==> src/hdl/assert_macros.svh <==
// Assertion macros shared by the table RTL.
// Each macro takes a label, clock, reset and the checked expressions.
`ifndef ASSERT_MACROS_SVH
`define ASSERT_MACROS_SVH

// expression holds at every edge out of reset
`define ASSERT_ALWAYS(label, clk, rst, expr) \
   label: assert property (@(posedge clk) disable iff (rst) (expr)) \
      else $error("assertion failed: invariant");

// consequent holds in the same cycle as the antecedent
`define ASSERT_IMPLIES(label, clk, rst, ante, cons) \
   label: assert property (@(posedge clk) disable iff (rst) (ante) |-> (cons)) \
      else $error("assertion failed: implication");

// consequent holds in the cycle after the antecedent
`define ASSERT_NEXT(label, clk, rst, ante, cons) \
   label: assert property (@(posedge clk) disable iff (rst) (ante) |=> (cons)) \
      else $error("assertion failed: next-cycle implication");

`endif

==> src/hdl/tbl_pkg.sv <==
// Package for the timed block list table: commands, item token, defaults.
// No dependencies; used by the interfaces, the cell and the top level.
`default_nettype none
package tbl_pkg;

   localparam int TBL_ENTRIES = 16;
   localparam logic [15:0] HOLD_TIME_RST = 16'd5000;

   typedef enum logic [1:0] {
      CMD_ADD   = 2'd0,
      CMD_QUERY = 2'd1,
      CMD_TICK  = 2'd2,
      CMD_CLEAR = 2'd3
   } cmd_type;

   // item walking down the cell chain; data is hold time for add, elapsed for tick
   typedef struct packed {
      cmd_type     cmd;
      logic [31:0] char_id;
      logic [15:0] data;
      logic        hit;
      logic        placed;
   } tok_type;

endpackage
`default_nettype wire

==> src/hdl/tbl_req_if.sv <==
// Request channel: command, identifier and elapsed time with valid/ready.
// Depends on tbl_pkg.
`default_nettype none
interface tbl_req_if import tbl_pkg::*; ();
   logic        valid;
   logic        ready;
   logic [1:0]  command;
   logic [31:0] char_id;
   logic [15:0] elapsed;

   modport source (output valid, command, char_id, elapsed, input ready);
   modport sink   (input valid, command, char_id, elapsed, output ready);
endinterface
`default_nettype wire

==> src/hdl/tbl_rsp_if.sv <==
// Response channel: query hit and add-dropped flags with valid/ready.
// Depends on tbl_pkg.
`default_nettype none
interface tbl_rsp_if import tbl_pkg::*; ();
   logic valid;
   logic ready;
   logic is_blocked;
   logic add_dropped;

   modport source (output valid, is_blocked, add_dropped, input ready);
   modport sink   (input valid, is_blocked, add_dropped, output ready);
endinterface
`default_nettype wire

==> src/hdl/timed_block_list_table.sv <==
// Timed block list table: ENTRIES cells in a chain, each holding one identifier
// with a millisecond countdown. An item enters the first cell when accepted and
// moves one cell per cycle; each cell adds, matches, counts down or clears as it
// passes, the result being registered after the item leaves the last cell, and one item is
// in flight at a time. A new item is accepted once the previous one has left the
// chain and its result is taken (in the same cycle it is taken). hold_time is
// written through csr_wr_en/csr_wr_data and resets to 5000.
`default_nettype none
`include "assert_macros.svh"
module timed_block_list_table import tbl_pkg::*; #(
   parameter int ENTRIES = TBL_ENTRIES
) (
   input  wire logic        clock,
   input  wire logic        reset,
   tbl_req_if.sink          req_bus,
   tbl_rsp_if.source        rsp_bus,
   input  wire logic        csr_wr_en,
   input  wire logic [15:0] csr_wr_data
);

   typedef enum logic [1:0] {
      ST_IDLE = 2'b01,
      ST_BUSY = 2'b10
   } state_type;

   state_type   state_ff, state_in;
   logic [15:0] hold_ff, hold_in;
   logic        rsp_vld_ff, rsp_vld_in;
   logic        blocked_ff, blocked_in;
   logic        dropped_ff, dropped_in;
   logic        req_acc;
   cmd_type     req_cmd;

   logic             tok_vld [ENTRIES+1];
   tok_type          tok     [ENTRIES+1];
   logic [ENTRIES-1:0] stage_vld;

   assign req_bus.ready = (state_ff == ST_IDLE) && (!rsp_vld_ff || rsp_bus.ready);
   assign req_acc       = req_bus.valid && req_bus.ready;
   assign req_cmd       = cmd_type'(req_bus.command);

   assign tok_vld[0]     = req_acc;
   assign tok[0].cmd     = req_cmd;
   assign tok[0].char_id = req_bus.char_id;
   assign tok[0].data    = (req_cmd == CMD_ADD) ? hold_ff : req_bus.elapsed;
   assign tok[0].hit     = 1'b0;
   assign tok[0].placed  = 1'b0;

   for (genvar i = 0; i < ENTRIES; i++) begin : g_cell
      tbl_cell u_cell (
         .clock     (clock),
         .reset     (reset),
         .tok_vld_i (tok_vld[i]),
         .tok_i     (tok[i]),
         .tok_vld_o (tok_vld[i+1]),
         .tok_o     (tok[i+1])
      );
      assign stage_vld[i] = tok_vld[i+1];
   end

   always_comb begin
      hold_in    = csr_wr_en ? csr_wr_data : hold_ff;
      rsp_vld_in = rsp_vld_ff;
      blocked_in = blocked_ff;
      dropped_in = dropped_ff;
      state_in   = state_ff;
      if (tok_vld[ENTRIES]) begin
         rsp_vld_in = 1'b1;
         blocked_in = (tok[ENTRIES].cmd == CMD_QUERY) && tok[ENTRIES].hit;
         dropped_in = (tok[ENTRIES].cmd == CMD_ADD) && !tok[ENTRIES].placed;
      end else if (rsp_vld_ff && rsp_bus.ready) begin
         rsp_vld_in = 1'b0;
      end
      case (state_ff)
         ST_IDLE: begin
            if (req_acc) state_in = ST_BUSY;
         end
         ST_BUSY: begin
            if (tok_vld[ENTRIES]) state_in = ST_IDLE;
         end
         default: begin
            state_in = ST_IDLE;
         end
      endcase
   end

   always_ff @(posedge clock) begin
      if (reset) begin
         state_ff   <= ST_IDLE;
         hold_ff    <= HOLD_TIME_RST;
         rsp_vld_ff <= 1'b0;
      end else begin
         state_ff   <= state_in;
         hold_ff    <= hold_in;
         rsp_vld_ff <= rsp_vld_in;
      end
   end

   always_ff @(posedge clock) begin
      blocked_ff <= blocked_in;
      dropped_ff <= dropped_in;
   end

   assign rsp_bus.valid       = rsp_vld_ff;
   assign rsp_bus.is_blocked  = blocked_ff;
   assign rsp_bus.add_dropped = dropped_ff;

   `ASSERT_ALWAYS(a_one_in_flight, clock, reset, $countones(stage_vld) <= 1)
   `ASSERT_NEXT(a_accept_busy, clock, reset, req_acc, state_ff == ST_BUSY)
   `ASSERT_IMPLIES(a_exit_when_busy, clock, reset, tok_vld[ENTRIES], state_ff == ST_BUSY)
   `ASSERT_ALWAYS(a_no_rsp_while_busy, clock, reset, !(rsp_vld_ff && (state_ff == ST_BUSY)))

endmodule
`default_nettype wire

==> src/hdl/tbl_cell.sv <==
// One table entry: valid bit, identifier and countdown, plus a token stage.
// Acts on the item passing through and hands it to the next cell. Uses tbl_pkg.
`default_nettype none
module tbl_cell import tbl_pkg::*; (
   input  wire logic    clock,
   input  wire logic    reset,
   input  wire logic    tok_vld_i,
   input  wire tok_type tok_i,
   output logic         tok_vld_o,
   output tok_type      tok_o
);

   logic        ent_vld_ff, ent_vld_in;
   logic [31:0] ent_id_ff, ent_id_in;
   logic [15:0] ent_tmr_ff, ent_tmr_in;
   logic        tok_vld_ff;
   tok_type     tok_ff, tok_in;

   always_comb begin
      ent_vld_in = ent_vld_ff;
      ent_id_in  = ent_id_ff;
      ent_tmr_in = ent_tmr_ff;
      tok_in     = tok_i;
      if (tok_vld_i) begin
         case (tok_i.cmd)
            CMD_ADD: begin
               if (!tok_i.placed && !ent_vld_ff) begin
                  ent_vld_in    = 1'b1;
                  ent_id_in     = tok_i.char_id;
                  ent_tmr_in    = tok_i.data;
                  tok_in.placed = 1'b1;
               end
            end
            CMD_QUERY: begin
               if (ent_vld_ff && (ent_id_ff == tok_i.char_id)) tok_in.hit = 1'b1;
            end
            CMD_TICK: begin
               if (ent_vld_ff) begin
                  if (ent_tmr_ff < tok_i.data) ent_vld_in = 1'b0;
                  else ent_tmr_in = ent_tmr_ff - tok_i.data;
               end
            end
            CMD_CLEAR: begin
               ent_vld_in = 1'b0;
            end
            default: begin
               ent_vld_in = ent_vld_ff;
            end
         endcase
      end
   end

   always_ff @(posedge clock) begin
      if (reset) begin
         ent_vld_ff <= 1'b0;
         tok_vld_ff <= 1'b0;
      end else begin
         ent_vld_ff <= ent_vld_in;
         tok_vld_ff <= tok_vld_i;
      end
   end

   always_ff @(posedge clock) begin
      ent_id_ff  <= ent_id_in;
      ent_tmr_ff <= ent_tmr_in;
      tok_ff     <= tok_in;
   end

   assign tok_vld_o = tok_vld_ff;
   assign tok_o     = tok_ff;

endmodule
`default_nettype wire

==> src/flat_wrapper.sv <==
// flat-port wrapper written by rule: the top's interface ports become plain ports
module timed_block_list_table_flat import tbl_pkg::*;
#(
   parameter int ENTRIES = TBL_ENTRIES
)
  (clock, reset, csr_wr_en, csr_wr_data, req_bus_valid, req_bus_command, req_bus_char_id, req_bus_elapsed, req_bus_ready, rsp_bus_valid, rsp_bus_is_blocked, rsp_bus_add_dropped, rsp_bus_ready);
  tbl_req_if req_bus_i ();
  tbl_rsp_if rsp_bus_i ();
  input  wire logic clock;
  input  wire logic reset;
  input  wire logic csr_wr_en;
  input  wire logic [15:0] csr_wr_data;
  input wire logic [$bits(req_bus_i.valid)-1:0] req_bus_valid;
  input wire logic [$bits(req_bus_i.command)-1:0] req_bus_command;
  input wire logic [$bits(req_bus_i.char_id)-1:0] req_bus_char_id;
  input wire logic [$bits(req_bus_i.elapsed)-1:0] req_bus_elapsed;
  output wire logic [$bits(req_bus_i.ready)-1:0] req_bus_ready;
  output wire logic [$bits(rsp_bus_i.valid)-1:0] rsp_bus_valid;
  output wire logic [$bits(rsp_bus_i.is_blocked)-1:0] rsp_bus_is_blocked;
  output wire logic [$bits(rsp_bus_i.add_dropped)-1:0] rsp_bus_add_dropped;
  input wire logic [$bits(rsp_bus_i.ready)-1:0] rsp_bus_ready;
  assign req_bus_i.valid = req_bus_valid;
  assign req_bus_i.command = req_bus_command;
  assign req_bus_i.char_id = req_bus_char_id;
  assign req_bus_i.elapsed = req_bus_elapsed;
  assign req_bus_ready = req_bus_i.ready;
  assign rsp_bus_valid = rsp_bus_i.valid;
  assign rsp_bus_is_blocked = rsp_bus_i.is_blocked;
  assign rsp_bus_add_dropped = rsp_bus_i.add_dropped;
  assign rsp_bus_i.ready = rsp_bus_ready;
  timed_block_list_table #(.ENTRIES(ENTRIES)) u_core (.clock(clock), .reset(reset), .req_bus(req_bus_i), .rsp_bus(rsp_bus_i), .csr_wr_en(csr_wr_en), .csr_wr_data(csr_wr_data));
endmodule
==> config.mk <==
export PLATFORM = sky130hd
export DESIGN_NAME = timed_block_list_table_flat
export DESIGN_NICKNAME = d
export VERILOG_FILES = /design/src/hdl/tbl_pkg.sv /design/src/hdl/tbl_req_if.sv /design/src/hdl/tbl_rsp_if.sv /design/src/hdl/timed_block_list_table.sv /design/src/hdl/tbl_cell.sv /design/src/flat_wrapper.sv
export VERILOG_INCLUDE_DIRS = /design/src /design/src/hdl
export SDC_FILE = /design/constraint.sdc
export NUM_CORES = 2
export LEC_CHECK = 0
export ABC_AREA = 1
export ABC_CLOCK_PERIOD_IN_PS = 9740
export BUFFER_PORTS_ARGS = -buffer_cell sky130_fd_sc_hd__buf_2
export CORE_MARGIN = 1.5
export CORE_UTILIZATION = 45
export DETAILED_ROUTE_END_ITERATION = 16
export HOLD_SLACK_MARGIN = 0.12
export PLACE_DENSITY_LB_ADDON = 0.12
export SYNTH_ARGS = -nofsm -noshare
export SYNTH_HDL_FRONTEND = slang
export SYNTH_SLANG_ARGS = --single-unit
==> constraint.sdc <==
create_clock -name clock -period 9.74 [get_ports clock]
set_input_delay 1.461 -clock clock [delete_from_list [all_inputs] [get_ports clock]]
set_output_delay 1.461 -clock clock [all_outputs]
set_load 0.05 [all_outputs]
==> results.sh <==
export IMPL_rsz0062_at_grt="no"
export IMPL_crit_path_start_kind="input pin"
export IMPL_cts_resized=0
export IMPL_synth_top_area_share_pct=33.65
export IMPL_synth_top_cells_by_area="edfxtp_1, dfxtp_1, nand2_1, inv_1, ha_1"
export IMPL_outcome="completed"
export IMPL_dieArea_sq_um=155100
export IMPL_power_w=0.01526
export IMPL_fin_crit_ps=3909
export IMPL_synth_top_area_cell="edfxtp_1"
export IMPL_vias=46020
export IMPL_arrival_ps=4350
export IMPL_totalWireLength_mm=137.7
export IMPL_hold_viol_final=0
export IMPL_hold_class="reg -> reg"
export IMPL_clock_sinks=1605
export IMPL_ctsHtreeMaxLevel=4
export IMPL_die_x_um=393.8
export IMPL_die_y_um=393.8
export IMPL_skew_ps=42.70
export IMPL_finalCritPeriodShare_pct=40.14
export IMPL_end_kind="register"
export IMPL_drtIter0Drc=1880
export IMPL_cp_required_ps=10180
export IMPL_fmax_mhz=255.8
export IMPL_cts_root_buffer="clkbuf_16"
export IMPL_cts_hold_buf=0
export IMPL_cts_buffer_depth=3
export IMPL_place_gp_congestion=0.8765
export IMPL_setup_viol=0
export IMPL_max_slew_worst_pin_slew_ps=1028
export IMPL_power_per_cell_area_nw_per_um2=196.8
export IMPL_place_hpwl_mm=104.2
export IMPL_leakagePower_nw=36.38
export IMPL_drt_pass1_iter_count=5
export IMPL_drive_above_1_share_pct=6.100
export IMPL_grt_pass1_wl_mm=226.8
export IMPL_rows=143
export IMPL_ys_ff_latch=1605
export IMPL_tritoncts="done"
export IMPL_initial_utilization_pct=45.29
export IMPL_netlist_area_sq_um=68720
export IMPL_final_nets=8184
export IMPL_drc=0
export IMPL_critPathKind="in -> reg"
export IMPL_ys_warnings_count=0
export IMPL_clk_pin_slew_worst_paths_ps=60
export IMPL_yosysSeqAreaShare_pct=57.98
export IMPL_syn_inst=7610
export IMPL_avgSynthCellArea_sq_um=9.030
export IMPL_io_buffers=74
export IMPL_grt_pass1_vias=46089
export IMPL_area_growth_pct=12.79
export IMPL_ys_types=38
export IMPL_num_antenna_cells=0
export IMPL_boundaryPins=75
export IMPL_cts_setup_buffers=0
export IMPL_grt_max_degree=33
export IMPL_final_cell_mix="nand2_1, inv_1, dfxtp_1"
export IMPL_final_common_cell="nand2_1"
export IMPL_syn_nets=7953
export IMPL_numCtsBuffers=167
export IMPL_antenna_left=0
export IMPL_wl_per_cell_um=13.75
export IMPL_crit_fanout=20
export IMPL_core_area_sq_um=151700
export IMPL_grt_antenna_before_repair=1
export IMPL_relSlewSlack_pct=31.24
export IMPL_via_per_inst=4.596
export IMPL_slew_viol_final=0
export IMPL_grt_ovfl_total=0
export IMPL_clkLatencyLatePin_ps=780
export IMPL_vdd_ir_drop_worst_uv=164.6
export IMPL_setup_tns_ps=0
export IMPL_grt_usage_pct=17.94
export IMPL_drv_cap=0
## cells in the mapped netlist, drive strengths merged
library cell,count
a21oi,205
o21ai,261
clkbuf,32
clkinv,1
buf,25
o2111ai,2
xnor2,170
o22ai,25
nand3,305
or2,69
o211ai,3
nand2,2290
nor3,121
dfxtp,835
xor2,171
o221ai,1
nand3b,77
nand4,88
edfxtp,770
and2,32
inv,1389
o21bai,6
nor2,460
fa,16
ha,256
## path summary, 6_finish.rpt
path	start	end	slack [ps]	depth (start not counted)
worst min register to register	u_core.g_cell[7].u_cell.tok_o[4]	u_core.g_cell[8].u_cell.tok_o[4]	350	0
worst max-delay path	req_bus_command[1]	u_core.g_cell[0].u_cell.ent_tmr_ff[0]	5830	18
worst max register to register	u_core.g_cell[12].u_cell.ent_tmr_ff[0]	u_core.g_cell[12].u_cell.ent_tmr_ff[0]	7050	13
worst min-delay path	u_core.g_cell[7].u_cell.tok_o[4]	u_core.g_cell[8].u_cell.tok_o[4]	350	0
## critical path, stage by stage
cell     delay (ps)
buf_2           120
nor2_2          100
buf_4           340
inv_2           230
or2_1           270
o21ai_2          90
inv_2            80
fa_1            410
inv_1           100
nand3_1          70
nand2_1         130
nand2_1          80
nand2_1         110
nand2_1         140
nand2_1         130
nand2_2          80
o21ai_1          70
buf_4           300
## cell families (layout without fill, tap and decap cells)
group           Yosys count  after routing  share of synthesized area (%)
compound gates          503            503                          3.862
xor+xnor                341            341                          4.346
fa+ha+maj               272            272                          5.127
buf+inv                1447           1820                          7.977
flops                  1605           1605                          57.98
simple gates           3442           3442                          20.71
## through the flow
| stage | cells | instance area, sq um | hold WS, ps | utilization [%] | setup WS, ps |
|---|---|---|---|---|---|
| 3_5_place_dp | 9702 | 71750 | 342.4 | 47.29 | 5067 |
| 6_report | 10013 | 77510 | 353.0 | 51.08 | 5831 |
| 4_1_cts | 10013 | 77510 | 354.6 | 51.08 | 5908 |
| 3_3_place_gp | 9702 | 71750 | 342.0 | 47.29 | 5094 |
| 5_1_grt | 10013 | 77510 | 366.0 | 51.08 | 5705 |
| 2_1_floorplan | 7610 | 68720 | 330.8 | - | 5658 |
## cell type report
cell class	instances	area, sq um
clock inverter	70	895.9
tap	2030	2540
sequential	1605	39840
timing repair buffer	119	708.2
fill	14203	74220
multi-input combinational	4558	23440
clock buffer	241	4866
inverter	1390	5218
## routing by layer
metal	global-route usage, %	vias to the layer above	part of all wire, %
met5	0	-	0
met3	2.786	273	3.1
met1	21.59	20740	44
met2	31.98	591	49
li1	-	24416	-
met4	7.164	0	3.7
## registers in the layout (all words and copies together), names as in the netlist
signal	flops
u_core.g_cell.u_cell.ent_tmr_ff	256
u_core.rsp_bus.valid	1
u_core.g_cell.u_cell.tok_vld_o	16
u_core.hold_ff	16
u_core.g_cell.u_cell.tok_o	784
u_core.rsp_bus.is_blocked	1
u_core.state_ff	2
u_core.rsp_bus.add_dropped	1
u_core.g_cell.u_cell.ent_id_ff	512
u_core.g_cell.u_cell.ent_vld_ff	16
## report_power, final
| part | internal, W | switching [W] |
|---|---|---|
| logic | 0.000450 | 0.000738 |
| registers | 0.00732 | 0.000226 |
| clock network | 0.00390 | 0.00263 |
Power figures use the tool's default switching activity.
